### src/rtl/assert_macros.svh
// ---------------------------------------------------------------------------
// assert_macros.svh
// Shared concurrent assertion macros, clocked on clk, disabled in reset.
// ---------------------------------------------------------------------------
`ifndef ASSERT_MACROS_SVH
`define ASSERT_MACROS_SVH

// Same-cycle implication: cond implies prop.
`define ASSERT_IMP(lbl, cond, prop) \
	lbl: assert property (@(posedge clk) disable iff (!arst_n) (cond) |-> (prop)) \
		else $error("assertion failed");

// Next-cycle implication: cond implies prop.
`define ASSERT_NXT(lbl, cond, prop) \
	lbl: assert property (@(posedge clk) disable iff (!arst_n) (cond) |=> (prop)) \
		else $error("assertion failed");

`endif

### src/rtl/q8bd_pkg.sv
// ---------------------------------------------------------------------------
// q8bd_pkg
// Types, constants and float32 helpers for the block dot accumulator.
// ---------------------------------------------------------------------------
package q8bd_pkg;

	localparam int BLOCK_ELEMS     = 32;
	localparam int BYTES_PER_WORD  = 8;
	localparam int WORDS_PER_BLOCK = BLOCK_ELEMS / BYTES_PER_WORD;
	localparam int CNT_W           = $clog2(WORDS_PER_BLOCK);
	localparam int ISUM_W          = 21;
	localparam logic [31:0] CANON_NAN = 32'h7FC0_0000;

	typedef struct packed {
		logic signed [ISUM_W-1:0] isum;
		logic [31:0]              a_f;
		logic [31:0]              b_f;
		logic                     last;
	} entry_t;

	typedef struct packed {
		logic full;
		logic empty;
	} qstat_t;

	// Normalize and round sig * 2^e to float32, round to nearest even.
	function automatic logic [31:0] round_pack(input logic s, input logic [63:0] sig,
			input logic signed [12:0] e);
		logic [6:0]         lz;
		logic               found;
		logic [63:0]        norm;
		logic [63:0]        shv;
		logic signed [12:0] be;
		logic [12:0]        shamt;
		logic [23:0]        m;
		logic               g;
		logic               st;
		logic               lost;
		logic [24:0]        m25;
		logic [31:0]        r;
		lz = '0;
		found = 1'b0;
		for (int i = 63; i >= 0; i--) begin
			if (!found) begin
				if (sig[i]) found = 1'b1;
				else lz = lz + 7'd1;
			end
		end
		norm = sig << lz[5:0];
		be = e + 13'sd190 - $signed({6'd0, lz});
		if (be >= 13'sd1) begin
			m = norm[63:40];
			g = norm[39];
			st = |norm[38:0];
		end else begin
			shamt = 13'(13'sd1 - be);
			if (shamt >= 13'd64) begin
				shv = '0;
				lost = |norm;
			end else begin
				shv = norm >> shamt[5:0];
				lost = |(norm & ~({64{1'b1}} << shamt[5:0]));
			end
			m = shv[63:40];
			g = shv[39];
			st = (|shv[38:0]) | lost;
			be = 13'sd1;
		end
		m25 = {1'b0, m} + {24'd0, g & (st | m[0])};
		if (m25[24]) begin
			m = m25[24:1];
			be = be + 13'sd1;
		end else begin
			m = m25[23:0];
		end
		if (sig == '0) r = {s, 31'd0};
		else if (be >= 13'sd255) r = {s, 8'hFF, 23'd0};
		else r = {s, (m[23] ? be[7:0] : 8'h00), m[22:0]};
		return r;
	endfunction

	// Widen a binary16 pattern to binary32, exactly.
	function automatic logic [31:0] half_to_float(input logic [15:0] h);
		logic [4:0]  e5;
		logic [9:0]  m;
		logic [31:0] r;
		e5 = h[14:10];
		m = h[9:0];
		if (e5 == 5'd31) begin
			r = {h[15], 8'hFF, m, 13'd0} | ((m != 10'd0) ? 32'h0040_0000 : 32'd0);
		end else if (e5 == 5'd0 && m == 10'd0) begin
			r = {h[15], 31'd0};
		end else begin
			r = round_pack(h[15], {53'd0, (e5 != 5'd0), m},
				$signed({8'd0, ((e5 == 5'd0) ? 5'd1 : e5)}) - 13'sd25);
		end
		return r;
	endfunction

	// Convert the exact integer sum to float32.
	function automatic logic [31:0] int_to_float(input logic signed [ISUM_W-1:0] v);
		logic [ISUM_W-1:0] mag;
		mag = v[ISUM_W-1] ? ISUM_W'(-v) : ISUM_W'(v);
		return round_pack(v[ISUM_W-1], {{(64-ISUM_W){1'b0}}, mag}, 13'sd0);
	endfunction

	// Float32 multiply, round to nearest even.
	function automatic logic [31:0] fmul(input logic [31:0] a, input logic [31:0] b);
		logic        s;
		logic [7:0]  eaf;
		logic [7:0]  ebf;
		logic        an, bn, ai, bi, az, bz;
		logic [47:0] p;
		logic [31:0] r;
		s = a[31] ^ b[31];
		an = (a[30:23] == 8'hFF) && (a[22:0] != 23'd0);
		bn = (b[30:23] == 8'hFF) && (b[22:0] != 23'd0);
		ai = (a[30:23] == 8'hFF) && (a[22:0] == 23'd0);
		bi = (b[30:23] == 8'hFF) && (b[22:0] == 23'd0);
		az = (a[30:0] == 31'd0);
		bz = (b[30:0] == 31'd0);
		eaf = (a[30:23] == 8'd0) ? 8'd1 : a[30:23];
		ebf = (b[30:23] == 8'd0) ? 8'd1 : b[30:23];
		p = {(a[30:23] != 8'd0), a[22:0]} * {(b[30:23] != 8'd0), b[22:0]};
		if (an || bn) r = CANON_NAN;
		else if (ai || bi) r = (az || bz) ? CANON_NAN : {s, 8'hFF, 23'd0};
		else if (az || bz) r = {s, 31'd0};
		else r = round_pack(s, {16'd0, p},
			$signed({5'd0, eaf}) + $signed({5'd0, ebf}) - 13'sd300);
		return r;
	endfunction

	// Float32 add, round to nearest even.
	function automatic logic [31:0] fadd(input logic [31:0] a, input logic [31:0] b);
		logic        an, bn, ai, bi;
		logic [31:0] x;
		logic [31:0] y;
		logic [7:0]  exf;
		logic [7:0]  eyf;
		logic [7:0]  d;
		logic [49:0] big;
		logic [49:0] yfull;
		logic [49:0] y_al;
		logic [50:0] sum;
		logic        s;
		logic [31:0] r;
		an = (a[30:23] == 8'hFF) && (a[22:0] != 23'd0);
		bn = (b[30:23] == 8'hFF) && (b[22:0] != 23'd0);
		ai = (a[30:23] == 8'hFF) && (a[22:0] == 23'd0);
		bi = (b[30:23] == 8'hFF) && (b[22:0] == 23'd0);
		if (a[30:0] >= b[30:0]) begin
			x = a;
			y = b;
		end else begin
			x = b;
			y = a;
		end
		exf = (x[30:23] == 8'd0) ? 8'd1 : x[30:23];
		eyf = (y[30:23] == 8'd0) ? 8'd1 : y[30:23];
		d = exf - eyf;
		big = {(x[30:23] != 8'd0), x[22:0], 26'd0};
		yfull = {(y[30:23] != 8'd0), y[22:0], 26'd0};
		if (d >= 8'd50) begin
			y_al = {49'd0, |yfull};
		end else begin
			y_al = yfull >> d[5:0];
			y_al[0] = y_al[0] | (|(yfull & ~({50{1'b1}} << d[5:0])));
		end
		if (x[31] == y[31]) sum = {1'b0, big} + {1'b0, y_al};
		else sum = {1'b0, big} - {1'b0, y_al};
		s = (sum == '0) ? (a[31] & b[31]) : x[31];
		if (an || bn) r = CANON_NAN;
		else if (ai && bi && (a[31] != b[31])) r = CANON_NAN;
		else if (ai) r = a;
		else if (bi) r = b;
		else r = round_pack(s, {13'd0, sum}, $signed({5'd0, exf}) - 13'sd176);
		return r;
	endfunction

	// Signed dot product of eight packed byte pairs.
	function automatic logic signed [ISUM_W-1:0] dot8(input logic [63:0] a,
			input logic [63:0] b);
		logic signed [ISUM_W-1:0] acc;
		logic signed [15:0]       prod;
		acc = '0;
		for (int i = 0; i < BYTES_PER_WORD; i++) begin
			prod = $signed(a[8*i +: 8]) * $signed(b[8*i +: 8]);
			acc = acc + ISUM_W'(prod);
		end
		return acc;
	endfunction

endpackage

### src/rtl/q8bd_front.sv
// ---------------------------------------------------------------------------
// q8bd_front
// Accepts block pairs, widens scales, sums byte products one word a cycle.
// ---------------------------------------------------------------------------
module q8bd_front (
	input  logic             clk,
	input  logic             arst_n,
	input  logic             blk_valid,
	output logic             blk_stall,
	input  logic [63:0]      a_bytes_0,
	input  logic [63:0]      a_bytes_1,
	input  logic [63:0]      a_bytes_2,
	input  logic [63:0]      a_bytes_3,
	input  logic [63:0]      b_bytes_0,
	input  logic [63:0]      b_bytes_1,
	input  logic [63:0]      b_bytes_2,
	input  logic [63:0]      b_bytes_3,
	input  logic [15:0]      a_scale,
	input  logic [15:0]      b_scale,
	input  logic             last_block,
	input  q8bd_pkg::qstat_t qstat,
	output logic             push,
	output q8bd_pkg::entry_t push_entry
);
	import q8bd_pkg::*;

	logic [63:0]              a_sh_q [WORDS_PER_BLOCK];
	logic [63:0]              b_sh_q [WORDS_PER_BLOCK];
	logic [31:0]              af_q;
	logic [31:0]              bf_q;
	logic                     last_q;
	logic signed [ISUM_W-1:0] sum_q;
	logic [CNT_W-1:0]         cnt_q;
	logic                     busy_q;
	logic                     done_q;
	logic                     take;

	assign blk_stall = busy_q;
	assign take = blk_valid && !busy_q;
	assign push = done_q && !qstat.full;
	assign push_entry = '{isum: sum_q, a_f: af_q, b_f: bf_q, last: last_q};

	// Control: take a beat, run the word loop, hand off to the queue.
	always_ff @(posedge clk or negedge arst_n) begin
		if (!arst_n) begin
			busy_q <= 1'b0;
			done_q <= 1'b0;
			cnt_q <= '0;
		end else if (take) begin
			busy_q <= 1'b1;
			done_q <= 1'b0;
			cnt_q <= '0;
		end else if (busy_q && !done_q) begin
			cnt_q <= cnt_q + CNT_W'(1);
			if (cnt_q == CNT_W'(WORDS_PER_BLOCK - 1)) done_q <= 1'b1;
		end else if (push) begin
			busy_q <= 1'b0;
			done_q <= 1'b0;
		end
	end

	// Payload: load words, advance the shift line, accumulate the sum.
	always_ff @(posedge clk) begin
		if (take) begin
			a_sh_q[0] <= a_bytes_0;
			a_sh_q[1] <= a_bytes_1;
			a_sh_q[2] <= a_bytes_2;
			a_sh_q[3] <= a_bytes_3;
			b_sh_q[0] <= b_bytes_0;
			b_sh_q[1] <= b_bytes_1;
			b_sh_q[2] <= b_bytes_2;
			b_sh_q[3] <= b_bytes_3;
			af_q <= half_to_float(a_scale);
			bf_q <= half_to_float(b_scale);
			last_q <= last_block;
			sum_q <= '0;
		end else if (busy_q && !done_q) begin
			sum_q <= sum_q + dot8(a_sh_q[0], b_sh_q[0]);
			for (int i = 0; i < WORDS_PER_BLOCK - 1; i++) begin
				a_sh_q[i] <= a_sh_q[i+1];
				b_sh_q[i] <= b_sh_q[i+1];
			end
		end
	end

endmodule

### config.mk
export PLATFORM = sky130hd
export DESIGN_NAME = q8bd_front
export DESIGN_NICKNAME = d
export VERILOG_FILES = /design/src/rtl/assert_macros.svh /design/src/rtl/q8bd_pkg.sv /design/src/rtl/q8bd_front.sv
export SDC_FILE = /design/constraint.sdc
export NUM_CORES = 2
export LEC_CHECK = 0
export ABC_AREA = 1
export BUFFER_PORTS_ARGS = -buffer_cell sky130_fd_sc_hd__buf_4
export CORE_ASPECT_RATIO = 2
export CORE_MARGIN = 2
export CORE_UTILIZATION = 32
export CTS_CLUSTER_DIAMETER = 200
export DETAILED_ROUTE_END_ITERATION = 7
export SYNTH_ARGS = -nofsm -noshare
export SYNTH_HDL_FRONTEND = slang
export SYNTH_SLANG_ARGS = --single-unit
export TNS_END_PERCENT = 20
### constraint.sdc
create_clock -name clk -period 20.5 [get_ports clk]
set_clock_uncertainty 0.1 [all_clocks]
set_input_delay 2.05 -clock clk [delete_from_list [all_inputs] [get_ports clk]]
set_output_delay 2.05 -clock clk [all_outputs]
set_load 0.05 [all_outputs]
==> results.ini <==
[run_status]
status = completed

[synthesis]
synth_nets = 9819
syn_inst = 8266
muxShareOfSynthArea_pct = 0.0157
synthTopCellsByCount = 3,333 x nand2_1, 1,271 x inv_1, 730 x fa_1
ys_ff_latch = 602
synth_top_family_by_area = simple AND/OR/NAND/NOR gates
yosysUniqueCellTypes = 75
synthFlopType = edfxtp_1
synthAdderAreaFrac_pct = 28.3
yosys.area_share.simple_pct = 28.5
yosysTopAreaCell = edfxtp_1
synth_xor_area_share_pct = 0.713
async_reset_ff_share_pct = 0.664
syn_area_um2 = 63700
synth_edf_count = 577
synth_most_common_cell = nand2_1
synth_top_area_share_pct = 27.2
synth_compound_area_share_pct = 4.04
synthTopCellsByArea = edfxtp_1 27%, fa_1 23%, nand2_1 20%
synth_seq_area_share_pct = 28.0
yosys_warnings = 0
syn_avg_cell_area_um2 = 7.70

[clock_network]
cts_setup_buffers = 0
cts_tree = built
cts_inserted_buffers = 61
cts_root_buf = clkbuf_16
clk_path_buf_depth = 3
insertion_delay_ns = 0.73
clk_pin_slew_ns = 0.07
cts-resized-gates = 0
clock-sinks = 602
cts-hold-fix-buffers = 0
cts-htree-levels = 2

[setup_path]
crit_path_frequent_cell = nand2_1
cp-startpoint = b_scale[9]
r2r_slack_ns = 10.46
cp_slowest_cell = inv_2
cp.required_ns = 20.82
cp_max_fo = 21
r2r_start = b_sh_q[0][24]$_DFFE_PP_
critPathArrivalTime_ns = 13.65
cpPeakStageDelay_ns = 0.48
end_kind = register
crit_type = in -> reg
start_kind = input pin

[sta]
slew_headroom_pct = 14.8
tns_ns = 0
max_clock_freq_mhz = 75.0
tightest_slew_ns = 1.26
slew_violations = 0
final.period_utilization_pct = 65.0
rsz0062_at_grt = no
hold_violations = 0
timing.final.crit_period_ns = 13.33
finalSetupViolations = 0

[final_layout]
seq_area_um2 = 17800
final_area_um2 = 72700
fillers = 20743
drive_above_1_share_pct = 11.6
multi_input_area_um2 = 39300
fin_nets = 10173
syn2layout_area_growth_pct = 14.2

[drt]
drc_errors = 0
drtIter0Drc = 4112
avgViaCountPerCell = 4.96
routed_wl_um = 248000
ant_nets = 0
vias = 55793
wl_per_cell_um = 22.1
dr.pass1.iters = 8

[global_routing]
grt_pass1_vias = 57651
overflow = 0
grt_max_degree = 171
grt_pass1_wl_um = 362000
grt_usage_pct = 24.2
antenna_found_initial = 24

[floorplan]
die_w_um = 319
start_util_pct = 32.2
ios = 638
num_rows = 231
fp.dieH_um = 635
coreArea_um2 = 198000
die_area_um2 = 203000

[place]
placed_area_um2 = 70500
port_buffers = 636
gp_congestion = 1.02
dpl.hpwl_um = 203000

[hold_path]
hp-start = cnt_q[0]$_DFFE_PN0P_
hp-class = reg -> reg

[flow_run]
max_cap_violations = 0

[state kept, by name, summed over array words and instances, names as in the netlist]
name	flops
cnt_q	2
a_sh_q	256
b_sh_q	256
last_q	1
done_q	1
af_q	32
blk_stall	1
sum_q	21
bf_q	32
[through the flow]
| step | worst slack [ns] | hold WS, ns | std cells | utilization [%] |
|---|---|---|---|---|
| 2_1_floorplan | 8.76 | 0.350 | 8266 | - |
| 3_3_place_gp | 6.45 | 0.359 | 11120 | 35.7 |
| 3_5_place_dp | 6.46 | 0.382 | 11120 | 35.7 |
| 4_1_cts | 7.22 | 0.391 | 11234 | 36.8 |
| 5_1_grt | 6.13 | 0.413 | 11247 | 36.8 |
| 6_report | 7.17 | 0.391 | 11249 | 36.8 |
[worst paths after layout]
| check | endpoint | depth (start not counted) |
|---|---|---|
| hold reg to reg | cnt_q[0]$_DFFE_PN0P_ | 1 |
| max in group asynchronous | done_q$_DFFE_PN0P_ | 1 |
| setup reg to reg | sum_q[20]$_SDFFE_PP0P_ | 46 |
| min in group asynchronous | cnt_q[1]$_DFFE_PN0P_ | 1 |
| setup / recovery | bf_q[10]$_SDFFCE_PP0P_ | 68 |
| hold / removal | cnt_q[0]$_DFFE_PN0P_ | 1 |
[cell type report]
type	instances	share of cell area, %
well taps	2563	4.41
clock inverters	43	0.737
repair buffers	694	7.20
flip-flops and latches	602	24.5
multi-input cells	5944	54.0
inverters	1317	6.83
diodes	15	0.0516
clock buffers	71	2.22
[placed cells by master (no fill, tap or decap), types with 79 or more instances in the layout]
cell type | Yosys | final
fa_1 | 730 | 730
inv_1 | 1271 | 1266
ha_1 | 273 | 268
edfxtp_1 | 577 | 577
o21ai_0 | 209 | 209
nor2_1 | 359 | 358
buf_4 | 6 | 692
a21oi_1 | 79 | 79
nand2_1 | 3333 | 3332
nand3_1 | 471 | 471
[critical path: cells and delay by family]
family	cells	cell delay [ns]
buf+inv	17	2.32
compound gates	12	2.24
xor+xnor	3	0.63
fa+ha+maj	10	2.65
simple gates	26	3.68
[logic make-up after synthesis]
group	Yosys count
adders and majority gates	1003
muxes	1
AOI/OAI and AO/OA	448
and+or+nand+nor	4441
DFF	602
buffers and inverters	1720
xor gates and xnor gates	51
[per-layer routing]
metal,track usage [%],wire (µm),share of wire (%)
met1,23.8,81500,33
met2,44.8,130000,52
met3,2.69,11100,4.5
met4,21.6,25800,10
met5,0,38,0.015
Power is left out: the tool's default activity adds up to more than one toggle a clock period on the data nets, which glitch-free logic cannot reach.
