### config.mk
export PLATFORM = sky130hd
export DESIGN_NAME = q8bd_queue
export DESIGN_NICKNAME = d
export VERILOG_FILES = /design/src/rtl/assert_macros.svh /design/src/rtl/q8bd_pkg.sv /design/src/rtl/q8bd_queue.sv
export SDC_FILE = /design/constraint.sdc
export NUM_CORES = 1
export LEC_CHECK = 0
export ABC_AREA = 1
export ABC_CLOCK_PERIOD_IN_PS = 7000
export BUFFER_PORTS_ARGS = -buffer_cell sky130_fd_sc_hd__buf_2
export CORE_ASPECT_RATIO = 0.8
export CORE_MARGIN = 4
export CORE_UTILIZATION = 56
export CTS_CLUSTER_SIZE = 30
export DETAILED_ROUTE_END_ITERATION = 6
export HOLD_SLACK_MARGIN = 0.03
export PLACE_DENSITY_LB_ADDON = 0.05
export RECOVER_POWER = 100
export SETUP_SLACK_MARGIN = 0.1
export SYNTH_ARGS = -nofsm -noshare
export SYNTH_HDL_FRONTEND = slang
export SYNTH_SLANG_ARGS = --single-unit
### constraint.sdc
create_clock -name clk -period 7 [get_ports clk]
set_clock_uncertainty 0.1 [all_clocks]
set_input_delay 0.35 -clock clk [delete_from_list [all_inputs] [get_ports clk]]
set_output_delay 0.35 -clock clk [all_outputs]
set_load 0.02 [all_outputs]
### src/rtl/assert_macros.svh
// ---------------------------------------------------------------------------
// assert_macros.svh
// Shared concurrent assertion macros, clocked on clk, disabled in reset.
// ---------------------------------------------------------------------------
`ifndef ASSERT_MACROS_SVH
`define ASSERT_MACROS_SVH

// Same-cycle implication: cond implies prop.
`define ASSERT_IMP(lbl, cond, prop) \
	lbl: assert property (@(posedge clk) disable iff (!arst_n) (cond) |-> (prop)) \
		else $error("assertion failed");

// Next-cycle implication: cond implies prop.
`define ASSERT_NXT(lbl, cond, prop) \
	lbl: assert property (@(posedge clk) disable iff (!arst_n) (cond) |=> (prop)) \
		else $error("assertion failed");

`endif

### src/rtl/q8bd_pkg.sv
// ---------------------------------------------------------------------------
// q8bd_pkg
// Types, constants and float32 helpers for the block dot accumulator.
// ---------------------------------------------------------------------------
package q8bd_pkg;

	localparam int BLOCK_ELEMS     = 32;
	localparam int BYTES_PER_WORD  = 8;
	localparam int WORDS_PER_BLOCK = BLOCK_ELEMS / BYTES_PER_WORD;
	localparam int CNT_W           = $clog2(WORDS_PER_BLOCK);
	localparam int ISUM_W          = 21;
	localparam logic [31:0] CANON_NAN = 32'h7FC0_0000;

	typedef struct packed {
		logic signed [ISUM_W-1:0] isum;
		logic [31:0]              a_f;
		logic [31:0]              b_f;
		logic                     last;
	} entry_t;

	typedef struct packed {
		logic full;
		logic empty;
	} qstat_t;

	// Normalize and round sig * 2^e to float32, round to nearest even.
	function automatic logic [31:0] round_pack(input logic s, input logic [63:0] sig,
			input logic signed [12:0] e);
		logic [6:0]         lz;
		logic               found;
		logic [63:0]        norm;
		logic [63:0]        shv;
		logic signed [12:0] be;
		logic [12:0]        shamt;
		logic [23:0]        m;
		logic               g;
		logic               st;
		logic               lost;
		logic [24:0]        m25;
		logic [31:0]        r;
		lz = '0;
		found = 1'b0;
		for (int i = 63; i >= 0; i--) begin
			if (!found) begin
				if (sig[i]) found = 1'b1;
				else lz = lz + 7'd1;
			end
		end
		norm = sig << lz[5:0];
		be = e + 13'sd190 - $signed({6'd0, lz});
		if (be >= 13'sd1) begin
			m = norm[63:40];
			g = norm[39];
			st = |norm[38:0];
		end else begin
			shamt = 13'(13'sd1 - be);
			if (shamt >= 13'd64) begin
				shv = '0;
				lost = |norm;
			end else begin
				shv = norm >> shamt[5:0];
				lost = |(norm & ~({64{1'b1}} << shamt[5:0]));
			end
			m = shv[63:40];
			g = shv[39];
			st = (|shv[38:0]) | lost;
			be = 13'sd1;
		end
		m25 = {1'b0, m} + {24'd0, g & (st | m[0])};
		if (m25[24]) begin
			m = m25[24:1];
			be = be + 13'sd1;
		end else begin
			m = m25[23:0];
		end
		if (sig == '0) r = {s, 31'd0};
		else if (be >= 13'sd255) r = {s, 8'hFF, 23'd0};
		else r = {s, (m[23] ? be[7:0] : 8'h00), m[22:0]};
		return r;
	endfunction

	// Widen a binary16 pattern to binary32, exactly.
	function automatic logic [31:0] half_to_float(input logic [15:0] h);
		logic [4:0]  e5;
		logic [9:0]  m;
		logic [31:0] r;
		e5 = h[14:10];
		m = h[9:0];
		if (e5 == 5'd31) begin
			r = {h[15], 8'hFF, m, 13'd0} | ((m != 10'd0) ? 32'h0040_0000 : 32'd0);
		end else if (e5 == 5'd0 && m == 10'd0) begin
			r = {h[15], 31'd0};
		end else begin
			r = round_pack(h[15], {53'd0, (e5 != 5'd0), m},
				$signed({8'd0, ((e5 == 5'd0) ? 5'd1 : e5)}) - 13'sd25);
		end
		return r;
	endfunction

	// Convert the exact integer sum to float32.
	function automatic logic [31:0] int_to_float(input logic signed [ISUM_W-1:0] v);
		logic [ISUM_W-1:0] mag;
		mag = v[ISUM_W-1] ? ISUM_W'(-v) : ISUM_W'(v);
		return round_pack(v[ISUM_W-1], {{(64-ISUM_W){1'b0}}, mag}, 13'sd0);
	endfunction

	// Float32 multiply, round to nearest even.
	function automatic logic [31:0] fmul(input logic [31:0] a, input logic [31:0] b);
		logic        s;
		logic [7:0]  eaf;
		logic [7:0]  ebf;
		logic        an, bn, ai, bi, az, bz;
		logic [47:0] p;
		logic [31:0] r;
		s = a[31] ^ b[31];
		an = (a[30:23] == 8'hFF) && (a[22:0] != 23'd0);
		bn = (b[30:23] == 8'hFF) && (b[22:0] != 23'd0);
		ai = (a[30:23] == 8'hFF) && (a[22:0] == 23'd0);
		bi = (b[30:23] == 8'hFF) && (b[22:0] == 23'd0);
		az = (a[30:0] == 31'd0);
		bz = (b[30:0] == 31'd0);
		eaf = (a[30:23] == 8'd0) ? 8'd1 : a[30:23];
		ebf = (b[30:23] == 8'd0) ? 8'd1 : b[30:23];
		p = {(a[30:23] != 8'd0), a[22:0]} * {(b[30:23] != 8'd0), b[22:0]};
		if (an || bn) r = CANON_NAN;
		else if (ai || bi) r = (az || bz) ? CANON_NAN : {s, 8'hFF, 23'd0};
		else if (az || bz) r = {s, 31'd0};
		else r = round_pack(s, {16'd0, p},
			$signed({5'd0, eaf}) + $signed({5'd0, ebf}) - 13'sd300);
		return r;
	endfunction

	// Float32 add, round to nearest even.
	function automatic logic [31:0] fadd(input logic [31:0] a, input logic [31:0] b);
		logic        an, bn, ai, bi;
		logic [31:0] x;
		logic [31:0] y;
		logic [7:0]  exf;
		logic [7:0]  eyf;
		logic [7:0]  d;
		logic [49:0] big;
		logic [49:0] yfull;
		logic [49:0] y_al;
		logic [50:0] sum;
		logic        s;
		logic [31:0] r;
		an = (a[30:23] == 8'hFF) && (a[22:0] != 23'd0);
		bn = (b[30:23] == 8'hFF) && (b[22:0] != 23'd0);
		ai = (a[30:23] == 8'hFF) && (a[22:0] == 23'd0);
		bi = (b[30:23] == 8'hFF) && (b[22:0] == 23'd0);
		if (a[30:0] >= b[30:0]) begin
			x = a;
			y = b;
		end else begin
			x = b;
			y = a;
		end
		exf = (x[30:23] == 8'd0) ? 8'd1 : x[30:23];
		eyf = (y[30:23] == 8'd0) ? 8'd1 : y[30:23];
		d = exf - eyf;
		big = {(x[30:23] != 8'd0), x[22:0], 26'd0};
		yfull = {(y[30:23] != 8'd0), y[22:0], 26'd0};
		if (d >= 8'd50) begin
			y_al = {49'd0, |yfull};
		end else begin
			y_al = yfull >> d[5:0];
			y_al[0] = y_al[0] | (|(yfull & ~({50{1'b1}} << d[5:0])));
		end
		if (x[31] == y[31]) sum = {1'b0, big} + {1'b0, y_al};
		else sum = {1'b0, big} - {1'b0, y_al};
		s = (sum == '0) ? (a[31] & b[31]) : x[31];
		if (an || bn) r = CANON_NAN;
		else if (ai && bi && (a[31] != b[31])) r = CANON_NAN;
		else if (ai) r = a;
		else if (bi) r = b;
		else r = round_pack(s, {13'd0, sum}, $signed({5'd0, exf}) - 13'sd176);
		return r;
	endfunction

	// Signed dot product of eight packed byte pairs.
	function automatic logic signed [ISUM_W-1:0] dot8(input logic [63:0] a,
			input logic [63:0] b);
		logic signed [ISUM_W-1:0] acc;
		logic signed [15:0]       prod;
		acc = '0;
		for (int i = 0; i < BYTES_PER_WORD; i++) begin
			prod = $signed(a[8*i +: 8]) * $signed(b[8*i +: 8]);
			acc = acc + ISUM_W'(prod);
		end
		return acc;
	endfunction

endpackage

### src/rtl/q8bd_queue.sv
// ---------------------------------------------------------------------------
// q8bd_queue
// Two-entry queue between the front and the float back end.
// ---------------------------------------------------------------------------
module q8bd_queue (
	input  logic             clk,
	input  logic             arst_n,
	input  logic             push,
	input  q8bd_pkg::entry_t push_entry,
	input  logic             pop,
	output q8bd_pkg::entry_t head,
	output q8bd_pkg::qstat_t qstat
);
	import q8bd_pkg::*;

	entry_t     slot_q [2];
	logic       wp_q;
	logic       rp_q;
	logic [1:0] count_q;

	assign head = slot_q[rp_q];
	assign qstat = '{full: (count_q == 2'd2), empty: (count_q == 2'd0)};

	// Advance pointers and count.
	always_ff @(posedge clk or negedge arst_n) begin
		if (!arst_n) begin
			wp_q <= 1'b0;
			rp_q <= 1'b0;
			count_q <= 2'd0;
		end else begin
			if (push) wp_q <= ~wp_q;
			if (pop) rp_q <= ~rp_q;
			if (push && !pop) count_q <= count_q + 2'd1;
			else if (pop && !push) count_q <= count_q - 2'd1;
		end
	end

	// Write the pushed entry.
	always_ff @(posedge clk) begin
		if (push) slot_q[wp_q] <= push_entry;
	end

endmodule

==> results of run 1 <==
## per-layer routing
metal / track usage / up-vias / routed length [um]
li1: - / 1699 / -
met1: 0.2366 / 1805 / 5243
met2: 0.3343 / 123 / 6728
met3: 0.07343 / 11 / 883
met4: 0.05397 / 0 / 136
met5: 0 / - / 0
## power by group
group	internal [mW]	switching (mW)	total [mW]
logic	0.371	0.626	0.997
registers	1.41	0.0978	1.51
clock network	0.523	0.372	0.895
## area by class of cell
| cell class | instances | area, sq um |
|---|---|---|
| Multi-Input combinational cell | 100 | 1052 |
| Clock buffer | 17 | 425.4 |
| Inverter | 7 | 27.53 |
| Tap cell | 144 | 180.2 |
| Timing Repair Buffer | 268 | 1633 |
| Fill cell | 724 | 2420 |
| Sequential cell | 176 | 5265 |
| Clock inverter | 15 | 142.6 |
## state kept, by name, indices dropped and copies added, names as in the netlist
signal,count
count_q,2
wp_q,1
rp_q,1
slot_q,172
## final timing paths
| kind | slack [ns] | to | start |
|---|---|---|---|
| worst max-delay path | 2.80 | slot_q[0][73] | wp_q |
| worst min-delay path | 0.09 | wp_q | push |
| worst max register to register | 2.80 | slot_q[0][73] | wp_q |
| worst min register to register | 0.43 | count_q[1] | count_q[1] |
| max in group asynchronous | 6.36 | rp_q | arst_n |
| min in group asynchronous | 0.23 | wp_q | arst_n |
## kinds of logic (layout without fill, tap and decap cells)
logic type | Yosys count | in the layout | share of synthesized area
buffers and inverters | 17 | 307 | 0.01647
adders and majority gates | 1 | 1 | 0.001915
muxes | 86 | 86 | 0.1655
DFF | 176 | 176 | 0.8058
xor gates and xnor gates | 3 | 3 | 0.004022
and+or+nand+nor | 10 | 10 | 0.006319
## critical path, cell delays in order (launching register included)
cell and delay [ns]:
dfrtp_1 0.42, nor2_1 2.44, buf_4 0.84
## cells in the final DEF, fill, tap and decap left out, types with 3 or more instances in the layout
cell and instances:
dlygate4sd3_1 88, clkinv_1 4, edfxtp_1 172, buf_2 55
nor2_1 3, clkinvlp_4 3, nand2_1 5, clkbuf_16 17
mux2_1 34, inv_6 3, clkbuf_1 122, mux2_2 51
dfrtp_1 4, inv_1 6
==> flow_summary.json, run 1 <==
{
  "die_area_sq_um": 13470,
  "yosysTopAreaCell": "edfxtp_1",
  "vias": 3638,
  "hold_viol_final": 0,
  "detail-route-antenna-nets": 0,
  "cts_sinks": 176,
  "syn_avg_cell_area_sq_um": 22.30,
  "synthCells": 293,
  "status": "complete, but fails checks",
  "ys_top_cells_by_area": "edfxtp_1 79%, mux2_2 9.7%, mux2_4 6.9%, dfrtp_1 1.5%, buf_6 0.86%",
  "die_w_um": 128.8,
  "setup_slack_ns": 2.795,
  "wl_per_cell_um": 17.87,
  "synth-main-ff-cell": "edfxtp_1",
  "start_util": 0.5862,
  "grt_pass1_wl_mm": 20.30,
  "violations": "capacitance limit, slew limit",
  "cp.arrival_ns": 4.15,
  "yosysWarnings": 0,
  "worst_pin_slew_ns": 3.355,
  "drt_first_pass_iters": 4,
  "post-route-cell-area_sq_um": 8726,
  "ys_seq_area_frac": 0.8058,
  "first_iter_violations": 237,
  "relSlewSlack": -1.245,
  "reg2reg_depth": 2,
  "pre_cts_slack_ns": 4.350,
  "routed_wl_mm": 12.99,
  "drive_above_1_share": 0.2367,
  "post-synth-top-area-fraction": 0.7905,
  "grt_max_degree": 48,
  "cp_max_fo": 47,
  "grt_util_all_layers": 0.1966,
  "max-cap-violations": 4,
  "synth_edf_count": 172,
  "crit_path_end_kind": "register",
  "clk_latency_ns": 0.41,
  "gp_congestion": 0.7599,
  "final_util": 0.7829,
  "yosysMostFrequentCell": "edfxtp_1",
  "syn_nets": 384,
  "nets": 661,
  "die_h_um": 104.6,
  "dp.final_hpwl_mm": 7.950,
  "p_total_mw": 3.400,
  "cts_tree": "built",
  "antenna_cells": 0,
  "fin_crit_ns": 4.205,
  "final.setup.tns_ns": 0,
  "gr-total-overflow": 0,
  "min_path_cells": 2,
  "peakVddDrop_mv": 0.3585,
  "cts_root_buffer": "clkbuf_16",
  "syn_area_sq_um": 6534,
  "antenna_found_initial": 0,
  "row_count": 34,
  "fin_cells": 727,
  "fin_crit_sh": 0.6007,
  "cp.required_ns": 6.95,
  "finalMaxSlewViolations": 173,
  "viasPerCell": 5.004,
  "cts_buffer_depth": 2,
  "cts_resized": 0,
  "setup-violations-final": 0,
  "async_flop_share": 0.02273,
  "placed_area_sq_um": 7553,
  "crit_type": "register to register",
  "rsz0062_at_grt": "false",
  "fmax_ghz": 0.2378,
  "hold_path.class": "input port to register",
  "htree_levels": 4,
  "numCtsBuffers": 17,
  "postCtsHoldBufs": 84,
  "io_pins": 178,
  "place_inst": 607,
  "drc": 0,
  "whs_ns": 0.09272,
  "core_area_sq_um": 11150,
  "path_clk_slew_ns": 0.06,
  "critPathLaunchType": "register",
  "p_per_area_nw_per_um2": 389.7,
  "cellLeakagePower_nw": 3.085,
  "area_growth_syn_to_layout_pct": 33.55,
  "grt_pass1_vias": 3974,
  "postCtsSetupBuffers": 0,
  "ys_types": 14,
  "ys_top_cells_by_count": "172 x edfxtp_1, 56 x mux2_2, 30 x mux2_4",
  "synth_seq_cells": 176,
  "port-buffer-count": 177
}
Power figures use the tool's default switching activity.
==> run 2, diff against run 1 <==
--- a/config.mk
+++ b/config.mk
@@ -6,11 +6,11 @@
 export NUM_CORES = 1
 export LEC_CHECK = 0
 export ABC_AREA = 1
-export ABC_CLOCK_PERIOD_IN_PS = 7000
+export ABC_CLOCK_PERIOD_IN_PS = 3800
 export BUFFER_PORTS_ARGS = -buffer_cell sky130_fd_sc_hd__buf_2
 export CORE_ASPECT_RATIO = 0.8
 export CORE_MARGIN = 4
-export CORE_UTILIZATION = 56
+export CORE_UTILIZATION = 47
 export CTS_CLUSTER_SIZE = 30
 export DETAILED_ROUTE_END_ITERATION = 6
 export HOLD_SLACK_MARGIN = 0.03
==> constraint.sdc (replaced) <==
create_clock -name clk -period 3.8 [get_ports clk]
set_clock_uncertainty 0.1 [all_clocks]
set_input_delay 0.19 -clock clk [delete_from_list [all_inputs] [get_ports clk]]
set_output_delay 0.19 -clock clk [all_outputs]
set_load 0.02 [all_outputs]
==> run 2 against run 1 <==
The flow still finishes with violations (capacitance limit, slew limit). Setup slack worse by 1.8 ns. Cell area is 1.7% higher. Count of clock-buffer cells in the layout is 1 higher. Routed wire length is 4.8% lower. Clock power is 96% higher. Sequential power is 83% higher. Sequential share of layout area is 0.96 points lower. Die area is 18% higher. Critical path depth is 3 higher. Worst hold slack better by 0.30 ns. Core utilization is 13 points lower. Power is 88% higher. Largest power group unchanged. Highest routed layer unchanged.
==> flow_summary.json, run 2 (same netlist as run 1, synthesis figures left out) <==
{
  "status": "complete, but fails checks",
  "violations": "capacitance limit, slew limit",
  "grt_pass1_wl_mm": 19.15,
  "grt_util_all_layers": 0.1606,
  "cp_slowest_stage_delay_ns": 1.61,
  "fmax_ghz": 0.3524,
  "drive_above_1_share": 0.2526,
  "viasPerCell": 4.627,
  "cpMostUsedCell": "clkbuf_1",
  "grt_max_degree": 52,
  "reg2reg_depth": 2,
  "reg2reg_from": "wp_q",
  "antenna_found_initial": 0,
  "wl_per_cell_um": 16.14,
  "p_total_mw": 6.389,
  "fin_crit_ns": 2.838,
  "row_count": 38,
  "hold_viol_final": 0,
  "rr_endpoint": "slot_q[0][65]",
  "worst_pin_slew_ns": 2.222,
  "vias": 3544,
  "top_regs": "slot_q (172), count_q (2)",
  "cts_root_buffer": "clkbuf_16",
  "crit_path_end": "slot_q[0][65]",
  "cp_max_fo": 40,
  "reg2reg_slack_ns": 1.09,
  "critPathLaunchType": "input port",
  "critPathBufInv": 4,
  "pre_cts_slack_ns": 1.517,
  "setup_slack_ns": 0.9622,
  "hold_path.class": "input port to register",
  "first_iter_violations": 156,
  "gr-total-overflow": 0,
  "whs_ns": 0.3890,
  "path_clk_slew_ns": 0.06,
  "min_path_cells": 2,
  "max-cap-violations": 1,
  "peakVddDrop_mv": 0.4710,
  "rsz0062_at_grt": "false",
  "die_h_um": 113.5,
  "port-buffer-count": 177,
  "nets": 664,
  "die_w_um": 139.8,
  "p_per_area_nw_per_um2": 720.0,
  "drc": 0,
  "detail-route-antenna-nets": 0,
  "final_common_cell": "edfxtp_1",
  "htree_levels": 4,
  "io_pins": 178,
  "relSlewSlack": -0.4815,
  "dp.final_hpwl_mm": 7.687,
  "cp.arrival_ns": 2.73,
  "finalMaxSlewViolations": 41,
  "cellLeakagePower_nw": 3.156,
  "top_register": "slot_q",
  "numCtsBuffers": 17,
  "cts_sinks": 176,
  "setup-violations-final": 0,
  "routed_wl_mm": 12.36,
  "cp.required_ns": 3.70,
  "cts_resized": 0,
  "final_cell_mix": "172 x edfxtp_1, 123 x clkbuf_1, 90 x dlygate4sd3_1",
  "final_util": 0.6526,
  "cts_tree": "built",
  "cpMaxStageDelayCell": "clkbuf_1",
  "path_delay_family": "buffers and inverters",
  "core_area_sq_um": 13600,
  "fin_crit_sh": 0.7468,
  "area_growth_syn_to_layout_pct": 35.81,
  "gp_congestion": 0.7163,
  "die_area_sq_um": 15860,
  "grt_pass1_vias": 3810,
  "start_util": 0.4805,
  "worst-path-stages": 5,
  "final.setup.tns_ns": 0,
  "crit_type": "input port to register",
  "nFillCells": 1088,
  "postCtsSetupBuffers": 0,
  "largest_reg_flops": 172,
  "drt_first_pass_iters": 6,
  "crit_path_start": "push",
  "cts_buffer_depth": 2,
  "crit_path_end_kind": "register",
  "clk_latency_ns": 0.42,
  "antenna_cells": 0,
  "cp_cell_sequence": "dlygate4sd3_1 -> clkbuf_1 -> inv_1 -> nor2_1 -> clkbuf_1",
  "postCtsHoldBufs": 90
}
==> run 2: area by class of cell <==
type / count / area (sq um) / share of cell area
Sequential cell: 176 / 5269 / 0.5938
Timing Repair Buffer: 271 / 1669 / 0.1881
Multi-Input combinational cell: 100 / 1082 / 0.1220
Clock buffer: 18 / 429.2 / 0.04836
Tap cell: 180 / 225.2 / 0.02538
Clock inverter: 14 / 171.4 / 0.01932
Inverter: 7 / 27.53 / 0.003102
==> run 2: where the power goes <==
| part | internal (mW) | switching, mW | total [mW] | leakage [nW] |
|---|---|---|---|---|
| Clock | 1.08 | 0.666 | 1.75 | 0.283 |
| Sequential | 2.59 | 0.164 | 2.76 | 1.66 |
| Combinational | 0.711 | 1.17 | 1.88 | 1.21 |
==> run 2: metal layers <==
| layer | wire length [um] | GRT usage | vias to the layer above |
|---|---|---|---|
| li1 | - | - | 1704 |
| met1 | 5345 | 0.1989 | 1707 |
| met2 | 5986 | 0.2611 | 118 |
| met3 | 858 | 0.06035 | 15 |
| met4 | 172 | 0.06004 | 0 |
| met5 | 0 | 0 | - |
==> run 2: per-stage QoR <==
step / instance area [sq um] / instances
after detailed placement: 7619 / 644
after global placement: 7619 / 644
after floorplan: 6536 / 293
after global routing: 8874 / 766
final: 8874 / 766
after CTS: 9120 / 766
==> run 2: how the worst min path moves through the flow <==
stage / startpoint / to / slack (ns)
2_1_floorplan: arst_n / count_q[0] / -0.21
3_3_place_gp: arst_n / wp_q / -0.1
3_5_place_dp: arst_n / wp_q / -0.1
4_1_cts: push_entry[74] / slot_q[0][74] / 0.36
5_1_grt: push_entry[29] / slot_q[1][29] / 0.38
6_report: push_entry[70] / slot_q[1][70] / 0.39
==> run 3, diff against run 2 <==
--- a/config.mk
+++ b/config.mk
@@ -6,7 +6,7 @@
 export NUM_CORES = 1
 export LEC_CHECK = 0
 export ABC_AREA = 1
-export ABC_CLOCK_PERIOD_IN_PS = 3800
+export ABC_CLOCK_PERIOD_IN_PS = 2280
 export BUFFER_PORTS_ARGS = -buffer_cell sky130_fd_sc_hd__buf_2
 export CORE_ASPECT_RATIO = 0.8
 export CORE_MARGIN = 4
==> constraint.sdc (replaced) <==
create_clock -name clk -period 2.28 [get_ports clk]
set_clock_uncertainty 0.1 [all_clocks]
set_input_delay 0.114 -clock clk [delete_from_list [all_inputs] [get_ports clk]]
set_output_delay 0.114 -clock clk [all_outputs]
set_load 0.02 [all_outputs]
==> run 3 against run 2 <==
Cell area rose by 0.75%. Critical path type is now register to primary output. The run now ends clean. First-iteration DRC count fell by 2.6%. Clock power grew 57%. Die area did not move. Largest power group unchanged.
==> flow_summary.json, run 3 (same netlist as run 1, synthesis figures left out) <==
{
  "vias": 3630,
  "dp.final_hpwl_mm": 7.987,
  "antenna_cells": 0,
  "crit_type": "register to primary output",
  "gr-total-overflow": 0,
  "worst_pin_slew_ns": 1.151,
  "peakVddDrop_mv": 0.7097,
  "cp.arrival_ns": 1.82,
  "max-cap-violations": 0,
  "cp_max_fo": 27,
  "nFillCells": 1064,
  "cts_resized": 0,
  "area_growth_syn_to_layout_pct": 36.82,
  "wl_per_cell_um": 16.34,
  "drt_first_pass_iters": 4,
  "die_area_sq_um": 15860,
  "finalMaxSlewViolations": 0,
  "largest_reg_flops": 172,
  "grt_pass1_wl_mm": 20.00,
  "nets": 668,
  "top_register": "slot_q",
  "io_pins": 178,
  "cp.required_ns": 2.07,
  "final_cell_mix": "172 x edfxtp_1, 145 x clkbuf_1, 90 x dlygate4sd3_1",
  "cts_sinks": 176,
  "htree_levels": 4,
  "die_w_um": 139.8,
  "reg2reg_slack_ns": 0.31,
  "fin_crit_sh": 0.8935,
  "port-buffer-count": 177,
  "routed_wl_mm": 12.58,
  "fin_crit_ns": 2.037,
  "grt_util_all_layers": 0.1669,
  "p_per_area_nw_per_um2": 1197,
  "hold_path.class": "input port to register",
  "core_area_sq_um": 13600,
  "cts_buffer_depth": 2,
  "final.setup.tns_ns": 0,
  "first_iter_violations": 152,
  "grt_max_degree": 48,
  "cp_slowest_stage_delay_ns": 0.56,
  "whs_ns": 0.3163,
  "setup-violations-final": 0,
  "relSlewSlack": 0.2329,
  "drc": 0,
  "path_clk_slew_ns": 0.06,
  "grt_pass1_vias": 3962,
  "rsz0062_at_grt": "false",
  "cpMaxStageDelayCell": "dfrtp_4",
  "cp_cell_sequence": "buf_12 -> mux2_2 -> clkbuf_1",
  "cts_tree": "built",
  "numCtsBuffers": 17,
  "fmax_ghz": 0.4909,
  "start_util": 0.4805,
  "antenna_found_initial": 0,
  "status": "completed",
  "viasPerCell": 4.714,
  "drive_above_1_share": 0.2508,
  "hold_viol_final": 0,
  "cts_root_buffer": "clkbuf_16",
  "top_regs": "slot_q (172), count_q (2)",
  "die_h_um": 113.5,
  "row_count": 38,
  "cellLeakagePower_nw": 3.197,
  "crit_path_end_kind": "primary output",
  "detail-route-antenna-nets": 0,
  "clk_latency_ns": 0.42,
  "final_common_cell": "edfxtp_1",
  "critPathLaunchType": "register",
  "gp_congestion": 0.7271
}
run 3: cell count changes in the layout (fill, tap and decap cells not counted), moves of 2 or more:
cell / change
clkbuf_1: +22
mux2_4: +20
buf_2: -17
clkinv_2: -2
clkinvlp_4: -2
mux2_1: -19
run 3: area by class of cell:
class / count / area (sq um) / area share
clock buffers: 22 / 444.2 / 0.04969
multi-input cells: 100 / 1165 / 0.1303
repair buffers: 275 / 1689 / 0.1889
inverters: 7 / 30.03 / 0.003359
flip-flops and latches: 176 / 5269 / 0.5894
clock inverters: 10 / 117.6 / 0.01316
well taps: 180 / 225.2 / 0.02519
run 3: worst paths after layout:
check / depth (start not counted) / start / to
setup / recovery: 3 / rp_q / head[21]
setup reg to reg: 3 / wp_q / slot_q[1][45]
max in group asynchronous: 3 / arst_n / rp_q
hold / removal: 2 / push_entry[81] / slot_q[0][81]
hold reg to reg: 2 / count_q[1] / count_q[1]
min in group asynchronous: 3 / arst_n / count_q[0]
run 3: critical path, delay by kind of cell, from the launching register on:
family                 cells  cell delay, ns
multiplexers               1            0.37
buffers and inverters      2            0.42
flip-flops                 1            0.56
run 3: where the power goes:
part / switching, mW / internal (mW)
clock network: 1.06 / 1.70
logic: 2.07 / 1.36
registers: 0.207 / 4.32
total: 3.33 / 7.37
run 3: through the flow:
| step | instance area [sq um] | total power, mW | util | std cells | setup slack, ns |
|---|---|---|---|---|---|
| CTS | 9158 | 11.08 | 0.6734 | 770 | 0.2254 |
| floorplan | 6548 | 7.042 | - | 293 | 0.04131 |
| global route | 8940 | 11.26 | 0.6574 | 770 | 0.1183 |
| detailed placement | 7684 | 8.145 | 0.5651 | 647 | 0.5639 |
| finish | 8940 | 10.71 | 0.6574 | 770 | 0.2429 |
| global placement | 7684 | 8.108 | 0.5651 | 647 | 0.5945 |
run 3: timing repair:
item | in CTS | in global routing
setup endpoints to repair | 1 | 0
hold endpoints to repair | 179 | 0
hold buffers | 90 | 0
setup buffers | 1 | 0
run 3: per-layer routing:
metal  share of wire  vias to the layer above  GRT usage  routed length, um
met5               0                        -          0                  0
met4           0.017                        0    0.06843                208
met2            0.50                      114     0.2845               6308
met3           0.075                       20    0.06119                942
met1            0.41                     1779     0.1932               5125
li1                -                     1717          -                  -
